File: src/sme_pkg.sv
// Shared types and codes for the stack machine execute unit.
`timescale 1ns / 1ps
`default_nettype none
package sme_pkg;

   localparam logic [4:0] MODE_PUSH_IMM  = 5'd0;
   localparam logic [4:0] MODE_PUSH_REG  = 5'd1;
   localparam logic [4:0] MODE_PUSH_RIND = 5'd2;
   localparam logic [4:0] MODE_PUSH_RAM  = 5'd3;
   localparam logic [4:0] MODE_POP_REG   = 5'd4;
   localparam logic [4:0] MODE_POP_RIND  = 5'd5;
   localparam logic [4:0] MODE_POP_RAM   = 5'd6;
   localparam logic [4:0] MODE_ADD       = 5'd7;
   localparam logic [4:0] MODE_MUL       = 5'd8;
   localparam logic [4:0] MODE_SUB       = 5'd9;
   localparam logic [4:0] MODE_DIV       = 5'd10;
   localparam logic [4:0] MODE_SQRT      = 5'd11;
   localparam logic [4:0] MODE_JAE       = 5'd12;
   localparam logic [4:0] MODE_JA        = 5'd13;
   localparam logic [4:0] MODE_JB        = 5'd14;
   localparam logic [4:0] MODE_JBE       = 5'd15;
   localparam logic [4:0] MODE_JE        = 5'd16;
   localparam logic [4:0] MODE_JNE       = 5'd17;
   localparam logic [4:0] MODE_JUMP      = 5'd18;
   localparam logic [4:0] MODE_CALL      = 5'd19;
   localparam logic [4:0] MODE_RET       = 5'd20;
   localparam logic [4:0] MODE_IN        = 5'd21;
   localparam logic [4:0] MODE_OUT       = 5'd22;
   localparam logic [4:0] MODE_END       = 5'd23;

   localparam logic [2:0] ST_OK    = 3'd0;
   localparam logic [2:0] ST_HALT  = 3'd1;
   localparam logic [2:0] ST_UNDER = 3'd2;
   localparam logic [2:0] ST_OVER  = 3'd3;
   localparam logic [2:0] ST_DIVZ  = 3'd4;
   localparam logic [2:0] ST_CALL  = 3'd5;
   localparam logic [2:0] ST_ADDR  = 3'd6;
   localparam logic [2:0] ST_ROOT  = 3'd7;

   localparam logic [1:0] ITER_MUL  = 2'd0;
   localparam logic [1:0] ITER_DIV  = 2'd1;
   localparam logic [1:0] ITER_SQRT = 2'd2;

   typedef struct packed {
      logic [4:0]         mode;
      logic signed [31:0] imm;
      logic [3:0]         reg_index;
      logic [9:0]         ram_addr;
      logic [15:0]        target;
      logic [15:0]        next_addr;
      logic [1:0]         need;
      logic               grows;
   } entry_type;

endpackage
`default_nettype wire

File: src/sme_front.sv
// Front end: accepts instructions, classifies stack use, and queues them.
`timescale 1ns / 1ps
`default_nettype none
module sme_front (
   input  wire logic               clock,
   input  wire logic               reset,
   input  wire logic               init_done,
   input  wire logic               req_valid,
   output logic                    req_ready,
   input  wire logic [4:0]         req_mode,
   input  wire logic signed [31:0] req_imm,
   input  wire logic [3:0]         req_reg_index,
   input  wire logic [9:0]         req_ram_addr,
   input  wire logic [15:0]        req_target,
   input  wire logic [15:0]        req_next_addr,
   output logic                    q_valid,
   input  wire logic               q_ready,
   output sme_pkg::entry_type      q_entry
);
   import sme_pkg::*;

   entry_type ent_ff [2];
   entry_type ent_in;
   logic      wr_ptr_ff, rd_ptr_ff;
   logic [1:0] count_ff;
   logic      push, pop;

   always_comb begin
      ent_in.mode      = req_mode;
      ent_in.imm       = req_imm;
      ent_in.reg_index = req_reg_index;
      ent_in.ram_addr  = req_ram_addr;
      ent_in.target    = req_target;
      ent_in.next_addr = req_next_addr;
      ent_in.need      = 2'd0;
      if (req_mode == MODE_OUT || req_mode == MODE_SQRT ||
          (req_mode >= MODE_POP_REG && req_mode <= MODE_POP_RAM)) begin
         ent_in.need = 2'd1;
      end else if (req_mode >= MODE_ADD && req_mode <= MODE_JNE) begin
         ent_in.need = 2'd2;
      end
      ent_in.grows = (req_mode <= MODE_PUSH_RAM) || (req_mode == MODE_IN);
   end

   assign req_ready = init_done && (count_ff != 2'd2);
   assign push      = req_valid && req_ready;
   assign q_valid   = (count_ff != 2'd0);
   assign pop       = q_valid && q_ready;
   assign q_entry   = ent_ff[rd_ptr_ff];

   always_ff @(posedge clock) begin
      if (push) begin
         ent_ff[wr_ptr_ff] <= ent_in;
      end
      if (reset) begin
         wr_ptr_ff <= 1'b0;
         rd_ptr_ff <= 1'b0;
         count_ff  <= 2'd0;
      end else begin
         if (push) wr_ptr_ff <= ~wr_ptr_ff;
         if (pop)  rd_ptr_ff <= ~rd_ptr_ff;
         count_ff <= count_ff + {1'b0, push} - {1'b0, pop};
      end
   end
endmodule
`default_nettype wire

File: config.mk
export PLATFORM = sky130hd
export DESIGN_NAME = sme_front
export DESIGN_NICKNAME = d
export VERILOG_FILES = /design/src/sme_pkg.sv /design/src/sme_front.sv
export SDC_FILE = /design/constraint.sdc
export NUM_CORES = 1
export LEC_CHECK = 0
export BUFFER_PORTS_ARGS = -buffer_cell sky130_fd_sc_hd__buf_2
export CORE_ASPECT_RATIO = 0.8
export CORE_MARGIN = 5
export CORE_UTILIZATION = 52
export DETAILED_ROUTE_END_ITERATION = 16
export PLACE_DENSITY = 0.79
export SLEW_MARGIN = 25
export SYNTH_ARGS = -nofsm -noshare
export SYNTH_HDL_FRONTEND = slang
export SYNTH_SLANG_ARGS = --single-unit
File: constraint.sdc
create_clock -name clock -period 6.2 [get_ports clock]
set_input_delay 0.62 -clock clock [delete_from_list [all_inputs] [get_ports clock]]
set_output_delay 0.62 -clock clock [all_outputs]
set_load 0.01 [all_outputs]
==> metrics.txt <==
share of the yosys chip area belonging to registers 0.7822; most numerous cell in the Yosys netlist sky130_fd_sc_hd__edfxtp_1; Netlist Area Pre-Place 6731 um2; total number of placement rows 37; I/O pins 176; number of different library cells in the post-synthesis netlist 27; number of vias in the routed layout 3429; Period minus WS final 3064 ps; global-route wire length before repair 18.17 mm; number of flops mapped to enable cells by yosys 172; gr ovfl total 0; source-to-sink clock delay at the later pin of the worst-skew pair 410 ps; share of flip-flops with an asynchronous set or reset 0; part of the cycle the worst path needs 0.4942; Max Clock Skew 8.303 ps; drt first-iter violations 175; per-cell routed wire length 17.22 um; Initial Utilization 0.5268; warnings from Yosys 0; slew at the pin with the worst max-slew slack 941.0 ps; clock tree from TritonCTS done; crit path cell chain buf_4 -> mux2_2 -> buf_2; Post-layout nets 584; Max-Cap Viols 0; Max Root-Sink Buffers 2; endpoint arrival time on the critical path 2440 ps; Worst Path Class, Setup flip-flop to primary output; max_slew headroom 0.3712; number of vias per cell 5.035; setup TNS 0 ps; via count of the first global-routing pass 3533; cell with the largest stage delay on the worst path sky130_fd_sc_hd__dfxtp_4; Die Span Y 111.8 um; die extent in x 137.2 um; Final Hold Vio Count 0; Post-Place Setup Slack 3363 ps; area of the core 12780 um2; fraction of final layout cells with drive strength greater than 1 0.5782; Primary FF master, synth sky130_fd_sc_hd__edfxtp_1; hold bufs inserted after CTS 0; number of instances resized during post-cts repair 0; total power 0.003125 W; leakage power 3.126 nW; count of buffers added by post-CTS timing repair for setup 0; largest net degree at the start of global routing 55; unrepaired setup endpoints after global routing false; IR drop worst, VDD 0.2161 mV; endpoint kind of the worst setup timing path primary output; Max stage delay on crit path 760 ps; Mapped Nets 397; worst-case hold slack 393.4 ps; power density over the cells 379.9 nW/um2; count of clock tree sinks 177; final wirelength 11.72 mm; hold crit path type input port to flip-flop; synth top area cells sky130_fd_sc_hd__edfxtp_1 77%, sky130_fd_sc_hd__mux2_4 8.9%, sky130_fd_sc_hd__mux2_2 7.9%; top cell types by occurrence after synthesis 172 x sky130_fd_sc_hd__edfxtp_1, 47 x sky130_fd_sc_hd__mux2_2, 40 x sky130_fd_sc_hd__mux2_4, 6 x sky130_fd_sc_hd__nor2_1, 5 x sky130_fd_sc_hd__dfxtp_1; Post-DP HPWL 8.103 mm; critical path launch point type flip-flop; share of the synthesized area in the top cell type 0.7673; largest fanout on the critical path 44; cell at the root of the clock tree sky130_fd_sc_hd__clkbuf_16; average footprint of a synthesized cell 21.93 um2; setup-violating endpoint count in the final report 0; aggregate global-route resource usage 0.1592; fmax 326.4 MHz; number of nets with antenna violations after detailed routing 0; area of the die 15330 um2; drt drc 0; number of antenna violations at the first check in global routing 1; clock slew at the register clock pins of the worst setup and hold paths 60 ps; final weighted congestion of routability-driven global placement 0.7411; run status completed; number of cells produced by synthesis 307; flops & latches, synth 177; number of H-tree branching levels 4; Pre-antenna DRT Iters 5; Worst Slack Setup Final 3136 ps; count of final max-slew check failures 0; cell taking the most area after synthesis sky130_fd_sc_hd__edfxtp_1; CP Data Required Time 5580 ps; number of port buffers 175; area grow syn2layout 22.19%; number of CTS-inserted buffers 17
## sequential cells by signal, indices dropped and copies added, names as in the netlist, named ones only
| name | flops |
|---|---|
| ent_ff | 172 |
| rd_ptr_ff | 1 |
| count_ff | 2 |
| wr_ptr_ff | 1 |
## report_power, final
group	internal [W]	switching, W
clock	0.000497	0.000388
sequential	0.00143	0.0000733
combinational	0.000393	0.000345
## critical path, delay by kind of cell, from the launching register on
family	cells	cell delay (ps)
buf+inv	2	840
flops	1	760
mux	1	410
## layer usage
layer | global-route usage | part of all wire | vias to the layer above | wire, um
met5 | 0 | 0 | - | 0
met4 | 0.04787 | 0.0070 | 0 | 82
met3 | 0.07949 | 0.12 | 11 | 1349
met2 | 0.2414 | 0.47 | 158 | 5498
met1 | 0.2025 | 0.41 | 1672 | 4794
li1 | - | - | 1588 | -
## final cells by class
type	instances	area [um2]
fill	933	4552
tap	175	219.0
timing repair buffer	178	898.4
clock buffer	20	436.7
sequential	177	5269
inverter	1	3.754
multi-input combinational	119	1349
antenna	1	2.502
clock inverter	10	47.55
## metrics by stage
| stage | instance area, um2 | utilization | cells |
|---|---|---|---|
| floorplan | 6731 | - | 307 |
| global placement | 7739 | 0.6057 | 650 |
| detailed placement | 7739 | 0.6057 | 650 |
| CTS | 8223 | 0.6436 | 680 |
| global route | 8223 | 0.6436 | 680 |
| finish | 8225 | 0.6438 | 681 |
## cell usage in the layout (no fill, tap or decap)
master	instances
sky130_fd_sc_hd__buf_2	175
sky130_fd_sc_hd__edfxtp_1	172
sky130_fd_sc_hd__mux2_2	47
sky130_fd_sc_hd__mux2_4	40
sky130_fd_sc_hd__clkbuf_16	17
sky130_fd_sc_hd__nor2_1	5
sky130_fd_sc_hd__clkinv_1	5
sky130_fd_sc_hd__nor2b_1	4
sky130_fd_sc_hd__clkinv_2	4
sky130_fd_sc_hd__dfxtp_1	4
sky130_fd_sc_hd__clkbuf_1	3
sky130_fd_sc_hd__buf_4	3
sky130_fd_sc_hd__or2_2	2
sky130_fd_sc_hd__and2_1	2
sky130_fd_sc_hd__nand2_1	2
sky130_fd_sc_hd__or4b_1	2
sky130_fd_sc_hd__o21ai_0	2
sky130_fd_sc_hd__ha_1	2
sky130_fd_sc_hd__diode_2	1
sky130_fd_sc_hd__o21a_1	1
sky130_fd_sc_hd__nand2b_1	1
sky130_fd_sc_hd__nand3_1	1
sky130_fd_sc_hd__inv_1	1
sky130_fd_sc_hd__nand4b_1	1
sky130_fd_sc_hd__a21oi_1	1
sky130_fd_sc_hd__and3_4	1
sky130_fd_sc_hd__nor2_4	1
sky130_fd_sc_hd__mux2i_1	1
sky130_fd_sc_hd__xnor2_1	1
sky130_fd_sc_hd__xor2_1	1
sky130_fd_sc_hd__nor3_1	1
sky130_fd_sc_hd__dfxtp_4	1
sky130_fd_sc_hd__clkinv_4	1
## final timing paths
| kind | startpoint | to | slack [ps] | cells after the start |
|---|---|---|---|---|
| worst max-delay path | flip-flop | q_entry[64] | 3140 | 3 |
| worst min-delay path | req_imm[31] | ent_ff[1][80]$_DFFE_PP_ | 390 | 1 |
| worst max register to register | count_ff[0]$_SDFF_PP0_ | ent_ff[0][5]$_DFFE_PP_ | 3610 | 4 |
| worst min register to register | rd_ptr_ff$_SDFFE_PP0P_ | flip-flop | 520 | 2 |
## logic make-up after synthesis
| logic type | synth area share |
|---|---|
| xor gates and xnor gates | 0.002603 |
| buffers and inverters | 0.01933 |
| adders and majority gates | 0.003717 |
| AOI/OAI and AO/OA | 0.003345 |
| and+or+nand+nor | 0.01952 |
| muxes | 0.1693 |
| DFF | 0.7822 |
Power figures use the tool's default switching activity.
